===== src/hdl/assert_macros.svh =====
// Assertion macros shared by the speed limiter RTL.
`ifndef ASSERT_MACROS_SVH
`define ASSERT_MACROS_SVH

`ifndef ASSERT_OFF

// Property must hold at every clock edge outside reset.
`define ASSERT_PROP(label, clk, rst_n, prop, msg) \
  label: assert property (@(posedge clk) disable iff (!rst_n) prop) else $error(msg);

// Expression must never be true outside reset.
`define ASSERT_NEVER(label, clk, rst_n, expr, msg) \
  label: assert property (@(posedge clk) disable iff (!rst_n) !(expr)) else $error(msg);

`else

`define ASSERT_PROP(label, clk, rst_n, prop, msg)
`define ASSERT_NEVER(label, clk, rst_n, expr, msg)

`endif

`endif


===== src/hdl/mwsl_pkg.sv =====
// Types and constants shared by the mecanum wheel speed limiter modules.
package mwsl_pkg;

  localparam int SPD_W      = 16;            // Q3.12 speed and gain words
  localparam int FRAC_W     = 12;            // fraction bits
  localparam int PROD_W     = 2 * SPD_W;     // gain * yaw product
  localparam int WHL_W      = 20;            // exact wheel sums
  localparam int MAG_W      = 19;            // wheel magnitudes
  localparam int LIM_W      = 15;            // speed limit
  localparam int QUO_W      = LIM_W;         // scaled magnitude never exceeds the limit
  localparam int NUM_W      = MAG_W + LIM_W; // magnitude * limit
  localparam int NUM_WHEELS = 4;
  localparam int CFG_IDX_W  = 2;
  // yaw products, sums, magnitudes, max/numerators, divider steps, output
  localparam int LATENCY    = 4 + QUO_W + 1;

  typedef logic signed [SPD_W-1:0] spd_t;
  typedef logic signed [WHL_W-1:0] wheel_t;
  typedef logic        [MAG_W-1:0] mag_t;
  typedef logic        [LIM_W-1:0] lim_t;
  typedef logic        [NUM_W-1:0] num_t;
  typedef logic        [QUO_W-1:0] quo_t;

  typedef enum logic [CFG_IDX_W-1:0] {
    REG_FRONT_GAIN  = 2'd0,
    REG_REAR_GAIN   = 2'd1,
    REG_SPEED_LIMIT = 2'd2
  } cfg_reg_e;

  localparam spd_t FRONT_GAIN_RST = -16'sd737;
  localparam spd_t REAR_GAIN_RST  = -16'sd901;
  localparam lim_t SPEED_LIM_RST  = 15'd13107;

  typedef struct packed {
    spd_t front_gain;
    spd_t rear_gain;
    lim_t limit;
  } cfg_t;

  // wheel sums leaving the kinematics stages
  typedef struct packed {
    logic                         valid;
    wheel_t [NUM_WHEELS-1:0]      wheel;
  } kin_t;

  // request entering the divider array
  typedef struct packed {
    logic                         valid;
    logic                         limited;
    logic   [NUM_WHEELS-1:0]      neg;
    spd_t   [NUM_WHEELS-1:0]      wlo;
    mag_t                         divisor;
    num_t   [NUM_WHEELS-1:0]      num;
  } norm_t;

  // request leaving the divider array
  typedef struct packed {
    logic                         valid;
    logic                         limited;
    logic   [NUM_WHEELS-1:0]      neg;
    spd_t   [NUM_WHEELS-1:0]      wlo;
    quo_t   [NUM_WHEELS-1:0]      quo;
  } scale_t;

endpackage


===== src/hdl/mwsl_kin.sv =====
// Mecanum inverse kinematics: yaw products, then the four wheel sums.
module mwsl_kin import mwsl_pkg::*; (
  input  logic clk_i,
  input  logic rst_ni,
  input  logic valid_i,
  input  spd_t fwd_i,
  input  spd_t side_i,
  input  spd_t yaw_i,
  input  cfg_t cfg_i,
  output kin_t kin_o
);

  logic                     prod_vld_q;
  spd_t                     fwd_q, side_q;
  logic signed [PROD_W-1:0] prod_f_q, prod_r_q;
  logic                     kin_vld_q;
  wheel_t [NUM_WHEELS-1:0]  wheel_q, wheel_d;

  wheel_t fwd_x, side_x, yaw_f, yaw_r;

  // Stage 1: yaw products
  always_ff @(posedge clk_i) begin
    fwd_q    <= fwd_i;
    side_q   <= side_i;
    prod_f_q <= cfg_i.front_gain * yaw_i;
    prod_r_q <= cfg_i.rear_gain * yaw_i;
  end

  // Stage 2: floor shift and sums
  always_comb begin
    fwd_x      = wheel_t'(fwd_q);
    side_x     = wheel_t'(side_q);
    yaw_f      = prod_f_q[FRAC_W+WHL_W-1:FRAC_W];
    yaw_r      = prod_r_q[FRAC_W+WHL_W-1:FRAC_W];
    wheel_d[0] =  fwd_x - side_x + yaw_f;
    wheel_d[1] = -fwd_x - side_x + yaw_f;
    wheel_d[2] =  fwd_x + side_x + yaw_r;
    wheel_d[3] = -fwd_x + side_x + yaw_r;
  end

  always_ff @(posedge clk_i) begin
    wheel_q <= wheel_d;
  end

  always_ff @(posedge clk_i or negedge rst_ni) begin
    if (!rst_ni) begin
      prod_vld_q <= 1'b0;
      kin_vld_q  <= 1'b0;
    end else begin
      prod_vld_q <= valid_i;
      kin_vld_q  <= prod_vld_q;
    end
  end

  assign kin_o.valid = kin_vld_q;
  assign kin_o.wheel = wheel_q;

endmodule


===== config.mk =====
export PLATFORM = sky130hd
export DESIGN_NAME = mwsl_kin
export DESIGN_NICKNAME = d
export VERILOG_FILES = /design/src/hdl/assert_macros.svh /design/src/hdl/mwsl_pkg.sv /design/src/hdl/mwsl_kin.sv
export SDC_FILE = /design/constraint.sdc
export NUM_CORES = 2
export LEC_CHECK = 0
export BUFFER_PORTS_ARGS = -buffer_cell sky130_fd_sc_hd__buf_2
export CAP_MARGIN = 15
export CORE_MARGIN = 5
export CORE_UTILIZATION = 49
export CTS_BUF_LIST = sky130_fd_sc_hd__clkbuf_4 sky130_fd_sc_hd__clkbuf_8
export CTS_CLUSTER_SIZE = 25
export DETAILED_ROUTE_END_ITERATION = 8
export PLACE_DENSITY = 0.67
export SLEW_MARGIN = 20
export SYNTH_ARGS = -nofsm -noshare
export SYNTH_HDL_FRONTEND = slang
export SYNTH_SLANG_ARGS = --single-unit

===== constraint.sdc =====
create_clock -name clk_i -period 4.4 [get_ports clk_i]
set_clock_uncertainty 0.05 [all_clocks]
set_input_delay 1.32 -clock clk_i [delete_from_list [all_inputs] [get_ports clk_i]]
set_output_delay 1.32 -clock clk_i [all_outputs]
set_load 0.005 [all_outputs]

==> reports/qor.csv <==
metric,value,unit
outcome,"complete, but fails checks",
failing checks,negative setup slack,
Max clock buf depth,2,
Netlist Area Pre-Place,0.0274,sq mm
total number of vias,20100,
"Net count, final",4231,
Initial Util,0.496,
Post-Route WL,67.8,mm
sequential share of the synthesized area,0.112,
port buffer count,163,
DR vias/cell,4.95,
crit-path cells,buf_12 > buf_6 > buf_6 > and2_4 > fa_1 > inv_2 > fa_2 > fa_1 > inv_2 > fa_1 > fa_1 > inv_1 > fa_1 > inv_2 > ha_4 > a21o_1 > a21oi_2 > o21ai_1 > a31o_2 > a211o_4 > o21a_4 > a211o_4 > a21oi_2 > xnor2_1,
Synth cell types,58,
first-pass GRT wire length,113,mm
Final Cycle Share,1.49,
Yosys reg bits,153,
vias in the first global route,22700,
number of synthesized flops with an enable pin,0,
max-slew violations,0,
dpl hpwl,58.4,mm
CTS tree,done,
fmax,0.153,GHz
Crit. End Element,flop,
slew margin rel.,0.388,
wire per inst,16.7,um
global route total overflow,0,
R2R setup slack,0.28,ns
Setup WS post-layout,-2.14,ns
Layout fillers,4642,
CP max FO,6,
I/O pins,179,
DRC violations left,0,
HP Class,flop to flop,
total CTS buffers,17,
antenna violations before repair,5,
critical path required time,4.77,ns
clk slew on worst S/H paths,0.10,ns
"FFs w/ async S/R, synth",0.0131,
Synth warnings,0,
Die X,247,um
crit path DAT,6.91,ns
DRC violation total after the first TritonRoute iteration,904,
Skew-Pair Late Insertion Delay,0.48,ns
"slowest stage cell, crit path",fa_1,
final setup vio count,40,
largest net degree at the start of global routing,19,
Placeable Area,0.0553,sq mm
"Worst Path Class, Setup",input port to flop,
RSZ-0062 raised after global routing,true,
Final min period,6.54,ns
total track usage,0.232,
mean post-synth cell area,9.45,sq um
full die area,0.0608,sq mm
clock sink count,153,
Startpoint Class,input port,
H-tree depth,4,
most numerous cell on the critical path,fa_1,
Rows,86,
share of layout cells above drive strength 1,0.206,
final hold vios,0,
synthesis-to-finish area growth,20.0,%
CTS root buffer,clkbuf_8,
top_reg_cell synth,dfxtp_1,
final core utilization,0.594,
CP peak stage delay,0.56,ns
Synth Net Count,3833,
max cap viols,0,
die height,247,um
Final ANT Viol Nets,0,
1st-pass router iterations,5,
Least-Margin Pin Slew,0.910,ns
Cells after Synth,2900,
"Hold-fix buffers, CTS",0,
GP Congestion,0.952,
==> placed cells by master, fill, tap and decap left out, drive strengths merged, types with 5 or more instances in the layout <==
cell type,Yosys,final
a21o,27,27
nor2b,8,8
o21ai,39,39
nor3,24,24
and2,248,248
o21bai,9,9
nand4,10,10
a31o,6,6
fa,599,599
nor2,82,82
and3,9,9
xnor2,123,123
nand2b,17,17
or3,5,5
nand2,264,264
dfxtp,151,151
o21a,22,22
ha,236,236
clkbuf,79,22
a21oi,77,77
a211oi,6,6
nand3,17,17
o211ai,6,6
buf,3,456
xor2,21,21
inv,765,775
==> path summary, 6_finish.rpt <==
check	startpoint	end	cells past startpoint
max	yaw_i[4]	prod_r_q[31]$_DFF_P_	24
min	prod_vld_q$_DFF_PN0_	kin_vld_q$_DFF_PN0_	0
max reg2reg	fwd_q[1]$_DFF_P_	kin_o[78]$_DFF_P_	16
min reg2reg	prod_vld_q$_DFF_PN0_	kin_vld_q$_DFF_PN0_	0
max in group asynchronous	rst_ni	kin_vld_q$_DFF_PN0_	1
min in group asynchronous	rst_ni	prod_vld_q$_DFF_PN0_	1
==> cells in the mapped netlist (3+ instances only) <==
cell type  number  area (sq um)
inv_1         765          2870
fa_1          599         12000
nand2_1       264           991
and2_1        248          1550
ha_1          236          2950
dfxtp_1       151          3020
xnor2_1       123          1080
nor2_1         82           308
clkbuf_1       79           297
a21oi_1        75           375
o21ai_0        37           185
a21o_1         26           195
nor3_1         24           120
o21a_1         21           158
xor2_1         21           184
nand2b_1       17           106
nand3_1        17          85.1
nand4_1        10          62.6
o21bai_1        9          67.6
nor2b_1         8          50.1
and3_1          7          43.8
a31o_2          6          52.6
a211oi_1        5          37.5
o211ai_1        5          37.5
or3_1           5          31.3
a31oi_1         4          25.0
or2_2           4          25.0
o2111ai_1       3          26.3
o311ai_0        3          26.3
o31ai_1         3          22.5
==> layout make-up <==
cell class	instances	area (sq um)	area share
sequential	153	3070	0.0935
multi-input combinational	1900	22000	0.668
clock buffer	17	234	0.00712
tap	748	936	0.0285
timing repair buffer	461	3580	0.109
inverter	765	2870	0.0873
antenna	1	2.50	0.0000761
clock inverter	15	224	0.00681
==> stage by stage <==
step                setup WS [ns]  TNS, ns  cell area (sq um)  instances  hold WS [ns]
floorplan                   -2.26   -72.13              27900       2900         0.281
global placement            -2.69   -93.05              31400       3998         0.287
detailed placement          -2.81   -97.18              31400       3998         0.295
CTS                         -2.16   -70.70              32500       4048         0.316
global route                -2.30   -77.48              32900       4059         0.323
finish                      -2.14   -72.04              32900       4060         0.313
==> logic make-up after synthesis <==
family	count (synthesis)	share of synthesized area
AOI/OAI and AO/OA	228	0.0552
buffers and inverters	847	0.116
and+or+nand+nor	693	0.125
xor gates and xnor gates	144	0.0460
DFF	153	0.112
adders and majority gates	835	0.545
==> critical path, delay by kind of cell <==
family	cells	cell delay (ns)
adders and majority gates	7	3.17
xor gates and xnor gates	1	0.12
buffers and inverters	7	0.53
and+or+nand+nor	1	0.13
AOI/OAI and AO/OA	8	1.62
==> metal layers <==
metal	track usage	vias up	wire, um
li1	-	9330	-
met1	0.286	10100	27100
met2	0.416	512	34700
met3	0.0447	126	4220
met4	0.0632	4	1810
met5	0	-	24
==> state kept, by name (all words and copies together), names as in the netlist <==
name        flops
side_q         16
fwd_q          16
kin_vld_q       1
kin_o          79
prod_vld_q      1
prod_f_q       20
prod_r_q       20
==> timing repair <==
item	CTS	global route
gates cloned	1	1
pin swaps	42	94
resized for setup	98	98
setup endpoints to repair	40	44
setup buffers	18	17
Power is left out: the tool's default activity adds up to more than one toggle a clock period on the data nets, which glitch-free logic cannot reach.
