==> config.mk <==
export PLATFORM = sky130hd
export DESIGN_NAME = mwsl_norm
export DESIGN_NICKNAME = d
export VERILOG_FILES = /design/src/hdl/assert_macros.svh /design/src/hdl/mwsl_pkg.sv /design/src/hdl/mwsl_norm.sv
export SDC_FILE = /design/constraint.sdc
export NUM_CORES = 2
export LEC_CHECK = 0
export ABC_CLOCK_PERIOD_IN_PS = 6000
export BUFFER_PORTS_ARGS = -buffer_cell sky130_fd_sc_hd__buf_2
export CORE_MARGIN = 2
export CORE_UTILIZATION = 50
export CTS_CLUSTER_DIAMETER = 150
export DETAILED_ROUTE_END_ITERATION = 6
export PLACE_DENSITY = 0.79
export SETUP_SLACK_MARGIN = 0.1
export SLEW_MARGIN = 5
export SYNTH_ARGS = -nofsm -noshare
export SYNTH_HDL_FRONTEND = slang
export SYNTH_SLANG_ARGS = --single-unit
==> constraint.sdc <==
create_clock -name clk_i -period 6 [get_ports clk_i]
set_clock_uncertainty 0.05 [all_clocks]
set_input_delay 0.3 -clock clk_i [delete_from_list [all_inputs] [get_ports clk_i]]
set_output_delay 0.3 -clock clk_i [all_outputs]
set_load 0.05 [all_outputs]
==> src/hdl/assert_macros.svh <==
// Assertion macros shared by the speed limiter RTL.
`ifndef ASSERT_MACROS_SVH
`define ASSERT_MACROS_SVH

`ifndef ASSERT_OFF

// Property must hold at every clock edge outside reset.
`define ASSERT_PROP(label, clk, rst_n, prop, msg) \
  label: assert property (@(posedge clk) disable iff (!rst_n) prop) else $error(msg);

// Expression must never be true outside reset.
`define ASSERT_NEVER(label, clk, rst_n, expr, msg) \
  label: assert property (@(posedge clk) disable iff (!rst_n) !(expr)) else $error(msg);

`else

`define ASSERT_PROP(label, clk, rst_n, prop, msg)
`define ASSERT_NEVER(label, clk, rst_n, expr, msg)

`endif

`endif

==> src/hdl/mwsl_pkg.sv <==
// Types and constants shared by the mecanum wheel speed limiter modules.
package mwsl_pkg;

  localparam int SPD_W      = 16;            // Q3.12 speed and gain words
  localparam int FRAC_W     = 12;            // fraction bits
  localparam int PROD_W     = 2 * SPD_W;     // gain * yaw product
  localparam int WHL_W      = 20;            // exact wheel sums
  localparam int MAG_W      = 19;            // wheel magnitudes
  localparam int LIM_W      = 15;            // speed limit
  localparam int QUO_W      = LIM_W;         // scaled magnitude never exceeds the limit
  localparam int NUM_W      = MAG_W + LIM_W; // magnitude * limit
  localparam int NUM_WHEELS = 4;
  localparam int CFG_IDX_W  = 2;
  // yaw products, sums, magnitudes, max/numerators, divider steps, output
  localparam int LATENCY    = 4 + QUO_W + 1;

  typedef logic signed [SPD_W-1:0] spd_t;
  typedef logic signed [WHL_W-1:0] wheel_t;
  typedef logic        [MAG_W-1:0] mag_t;
  typedef logic        [LIM_W-1:0] lim_t;
  typedef logic        [NUM_W-1:0] num_t;
  typedef logic        [QUO_W-1:0] quo_t;

  typedef enum logic [CFG_IDX_W-1:0] {
    REG_FRONT_GAIN  = 2'd0,
    REG_REAR_GAIN   = 2'd1,
    REG_SPEED_LIMIT = 2'd2
  } cfg_reg_e;

  localparam spd_t FRONT_GAIN_RST = -16'sd737;
  localparam spd_t REAR_GAIN_RST  = -16'sd901;
  localparam lim_t SPEED_LIM_RST  = 15'd13107;

  typedef struct packed {
    spd_t front_gain;
    spd_t rear_gain;
    lim_t limit;
  } cfg_t;

  // wheel sums leaving the kinematics stages
  typedef struct packed {
    logic                         valid;
    wheel_t [NUM_WHEELS-1:0]      wheel;
  } kin_t;

  // request entering the divider array
  typedef struct packed {
    logic                         valid;
    logic                         limited;
    logic   [NUM_WHEELS-1:0]      neg;
    spd_t   [NUM_WHEELS-1:0]      wlo;
    mag_t                         divisor;
    num_t   [NUM_WHEELS-1:0]      num;
  } norm_t;

  // request leaving the divider array
  typedef struct packed {
    logic                         valid;
    logic                         limited;
    logic   [NUM_WHEELS-1:0]      neg;
    spd_t   [NUM_WHEELS-1:0]      wlo;
    quo_t   [NUM_WHEELS-1:0]      quo;
  } scale_t;

endpackage

==> src/hdl/mwsl_norm.sv <==
// Wheel magnitudes, largest magnitude, limit check and scaled numerators.
module mwsl_norm import mwsl_pkg::*; (
  input  logic  clk_i,
  input  logic  rst_ni,
  input  kin_t  kin_i,
  input  lim_t  limit_i,
  output norm_t norm_o
);

  logic                     mag_vld_q;
  mag_t [NUM_WHEELS-1:0]    mag_q, mag_d;
  logic [NUM_WHEELS-1:0]    neg_q, neg_d;
  spd_t [NUM_WHEELS-1:0]    wlo_q, wlo_d;

  logic                     out_vld_q;
  logic                     limited_q;
  logic [NUM_WHEELS-1:0]    neg2_q;
  spd_t [NUM_WHEELS-1:0]    wlo2_q;
  mag_t                     max_q;
  num_t [NUM_WHEELS-1:0]    num_q, num_d;

  wheel_t neg_w;
  mag_t   max01, max23, max_d;

  // Stage 3: magnitudes
  always_comb begin
    for (int i = 0; i < NUM_WHEELS; i++) begin
      neg_d[i] = kin_i.wheel[i][WHL_W-1];
      neg_w    = -kin_i.wheel[i];
      mag_d[i] = neg_d[i] ? neg_w[MAG_W-1:0] : kin_i.wheel[i][MAG_W-1:0];
      wlo_d[i] = kin_i.wheel[i][SPD_W-1:0];
    end
  end

  always_ff @(posedge clk_i) begin
    mag_q <= mag_d;
    neg_q <= neg_d;
    wlo_q <= wlo_d;
  end

  // Stage 4: max tree alongside the numerator products
  always_comb begin
    max01 = (mag_q[0] >= mag_q[1]) ? mag_q[0] : mag_q[1];
    max23 = (mag_q[2] >= mag_q[3]) ? mag_q[2] : mag_q[3];
    max_d = (max01 >= max23) ? max01 : max23;
    for (int i = 0; i < NUM_WHEELS; i++) begin
      num_d[i] = NUM_W'(mag_q[i]) * NUM_W'(limit_i);
    end
  end

  always_ff @(posedge clk_i) begin
    max_q     <= max_d;
    limited_q <= max_d > MAG_W'(limit_i);
    num_q     <= num_d;
    neg2_q    <= neg_q;
    wlo2_q    <= wlo_q;
  end

  always_ff @(posedge clk_i or negedge rst_ni) begin
    if (!rst_ni) begin
      mag_vld_q <= 1'b0;
      out_vld_q <= 1'b0;
    end else begin
      mag_vld_q <= kin_i.valid;
      out_vld_q <= mag_vld_q;
    end
  end

  assign norm_o.valid   = out_vld_q;
  assign norm_o.limited = limited_q;
  assign norm_o.neg     = neg2_q;
  assign norm_o.wlo     = wlo2_q;
  assign norm_o.divisor = max_q;
  assign norm_o.num     = num_q;

endmodule

==> impl_metrics.tcl <==
set metrics [dict create \
    outcome "complete, but fails checks" \
    violations "design-rule violations, negative setup slack" \
    ys_warn_count 0 \
    fin_area_sq_um 58700 \
    cts.path.max_buffers 3 \
    hpwlAfterDp_mm 115 \
    drv_cap 0 \
    fp.dieArea_sq_um 95300 \
    initial_core_util 0.505 \
    grt_util_met1 0.383 \
    whs_path_depth 0 \
    synthToLayoutAreaGrowth_pct 26.5 \
    hp-start "wlo_q[1]$_DFF_P_" \
    io-pin-count 323 \
    grt_usage 0.312 \
    slowest_delay_ns 0.57 \
    startpoint_type "flop" \
    cts_tree "yes" \
    r2r-start "mag_q[43]$_DFF_P_" \
    r2r_cells 22 \
    finalNetCount 7318 \
    dr.pass1.iters 7 \
    numCtsBuffers 44 \
    grt_util_met3 0.112 \
    min_period_ns 6.14 \
    grt_pass1_wl_mm 228 \
    fp.dieH_microns 309 \
    die_w_microns 309 \
    end_kind "flop" \
    routabilityCongestion 0.999 \
    syn_avg_cell_area_sq_um 9.35 \
    vias_per_cell 5.48 \
    critPathTopFamily "adder cells" \
    worst_hold_slack_ns 0.271 \
    io_buffers 322 \
    cp.required_ns 6.45 \
    synthDistinctLibCells 74 \
    cp.arrival_ns 6.59 \
    final.setup.worst_slack_ns -0.141 \
    slew_viol_final 0 \
    placed_area_sq_um 53700 \
    drc 8 \
    worstSkewPairLatency_ns 0.62 \
    critPathKind "flop to flop" \
    crit_slowest_cell "fa_1" \
    avgRoutedWirePerCell_microns 20.8 \
    cp_max_fo 14 \
    fmax_ghz 0.163 \
    period_share 1.02 \
    worst-r2r-setup-slack_ns -0.14 \
    routed_wl_mm 149 \
    via_count 39200 \
    synth_fp_nets 6407 \
    htreeDepth 2 \
    antenna_found_initial 9 \
    path_cells "buf_4, buf_8, nand2_1, fa_1, fa_1, inv_1, fa_1, inv_1, fa_1, inv_1, fa_1, fa_1, ha_4, a221o_1, a31oi_1, o31ai_2, a31oi_4, nand3_2, a31oi_4, o21ai_2, o31ai_2, xnor2_1" \
    r2r_end "norm_o[100]$_DFF_P_" \
    clk_pin_slew_worst_paths_ns 0.06 \
    utilization 0.639 \
    cts_sinks 366 \
    rows 111 \
    min_path_type "flop to flop" \
    grt_use_met2 0.496 \
    maxSlewHeadroom 0.460 \
    grt_max_degree 26 \
    worst_pin_slew_ns 0.808 \
    cpMostUsedCell "fa_1" \
    grt_pass1_vias 41900 \
    root_buffer "clkbuf_16" \
    synthCells 4965 \
    synth-edff-count 0 \
    rsz0062_at_grt "yes" \
    drtAntennaViolNets 0 \
    drt_iter0_markers 3122 \
    ys_async_sr_fraction 0.00546 \
    setup_violations 8 \
    crit_buf_inv 5 \
    final-hold-violation-count 0 \
    core_sq_um 91800 \
    syn_area_sq_um 46400 \
    ys_seq_area_frac 0.158 \
    synthFlopType "dfxtp_1" \
    top_usage_layer "met2" \
    drive_above_1_share 0.244 \
    whs_endpoint "norm_o[156]$_DFF_P_" \
    overflow 0 \
    ys_ff_latch 366 \
]
-- worst reg2reg max path: stages (launching register included) --
cell	delay, ns
dfxtp_4	0.41
buf_4	0.16
buf_8	0.16
nand2_1	0.09
fa_1	0.52
fa_1	0.56
inv_1	0.06
fa_1	0.49
inv_1	0.06
fa_1	0.52
inv_1	0.06
fa_1	0.38
fa_1	0.57
ha_4	0.22
a221o_1	0.32
a31oi_1	0.21
o31ai_2	0.13
a31oi_4	0.23
nand3_2	0.12
a31oi_4	0.23
o21ai_2	0.11
o31ai_2	0.24
xnor2_1	0.12
-- kinds of logic after synthesis --
group	Yosys count	synth area share
AO/OA/AOI/OAI	479	0.0674
XOR/XNOR	177	0.0334
adder cells (fa/ha/maj)	1344	0.504
buffers and inverters	1090	0.0885
flip-flops	366	0.158
multiplexers	23	0.00510
AND/OR/NAND/NOR	1486	0.143
-- synthesized netlist by cell type (15+ instances only) --
library cell  number  area, sq um
inv_1            862         3240
nor3_1            19         95.1
mux2i_1           18          180
nor2_1           274         1030
nand3_1           28          140
nor2b_1           20          125
and3_1            18          113
and2_1           257         1610
clkbuf_1         208          781
nand4_1           15         93.8
nand2_1          780         2930
a211oi_1          15          113
o31ai_1           20          150
o21ai_0           87          435
ha_1             468         5860
fa_1             876        17500
a21o_1            68          510
o21bai_1          19          143
xnor2_1          134         1170
o21a_1            34          255
xor2_1            43          377
dfxtp_1          364         7290
a21oi_1          137          686
nand2b_1          29          181
-- sequential cells by signal (all words and copies together), names as in the netlist --
register and flops:
mag_q 72, out_vld_q 1, neg2_q 4, norm_o 200, max_q 19, neg_q 4, mag_vld_q 1, limited_q 1
wlo_q 64
-- metrics by stage --
| stage | setup slack, ns | cells | setup TNS, ns |
|---|---|---|---|
| after floorplan | 0.0666 | 4965 | 0 |
| after detailed placement | -0.429 | 6886 | -11.56 |
| after global placement | -0.326 | 6886 | -6.97 |
| after global routing | -0.255 | 7153 | -3.26 |
| final | -0.141 | 7156 | -0.368 |
| after CTS | -0.206 | 7099 | -0.728 |
-- routing by layer --
layer	up-vias	wire, microns
met5	-	44
met4	6	7320
met3	516	19100
met2	2296	68300
met1	19300	53800
li1	17100	-
-- area by class of cell --
type	count	area [sq um]
multi-input cells	3509	36300
inverters	869	3280
diodes	3	7.51
well taps	1243	1560
fillers	6992	33100
repair buffers	1086	8500
flip-flops and latches	366	7470
clock inverters	18	258
clock buffers	62	1310
-- worst max path at each step --
stage                            startpoint                  end  cells past startpoint
after floorplan           mag_q[58]$_DFF_P_    limited_q$_DFF_P_                     32
after global placement           limit_i[0]   norm_o[64]$_DFF_P_                     21
after detailed placement         limit_i[0]   norm_o[66]$_DFF_P_                     21
after CTS                 mag_q[44]$_DFF_P_  norm_o[100]$_DFF_P_                     22
after global routing      mag_q[23]$_DFF_P_   norm_o[67]$_DFF_P_                     25
final                     mag_q[43]$_DFF_P_  norm_o[100]$_DFF_P_                     22
-- what timing repair did --
item / CTS / global route
pin swaps: 127 / 200
endpoints found under the setup margin: 48 / 51
gates cloned: 1 / 3
gates resized for setup: 226 / 294
hold buffers: 85 / 0
endpoints found under the hold margin: 139 / 0
setup buffers: 49 / 54
-- layout by cell type, fill, tap and decap left out, types with 40 or more instances in the layout --
cell,instances
buf_2,325
nor2_1,250
a21oi_1,83
xor2_1,43
a21oi_2,53
dlygate4sd3_1,85
dfxtp_1,307
buf_4,553
buf_6,62
clkbuf_16,48
buf_12,47
fa_1,840
inv_2,40
a21o_1,68
o21ai_0,66
ha_1,439
xnor2_1,129
nand2_1,757
and2_1,249
inv_1,822
Power is left out: the tool's default activity adds up to more than one toggle a clock period on the data nets, which glitch-free logic cannot reach.
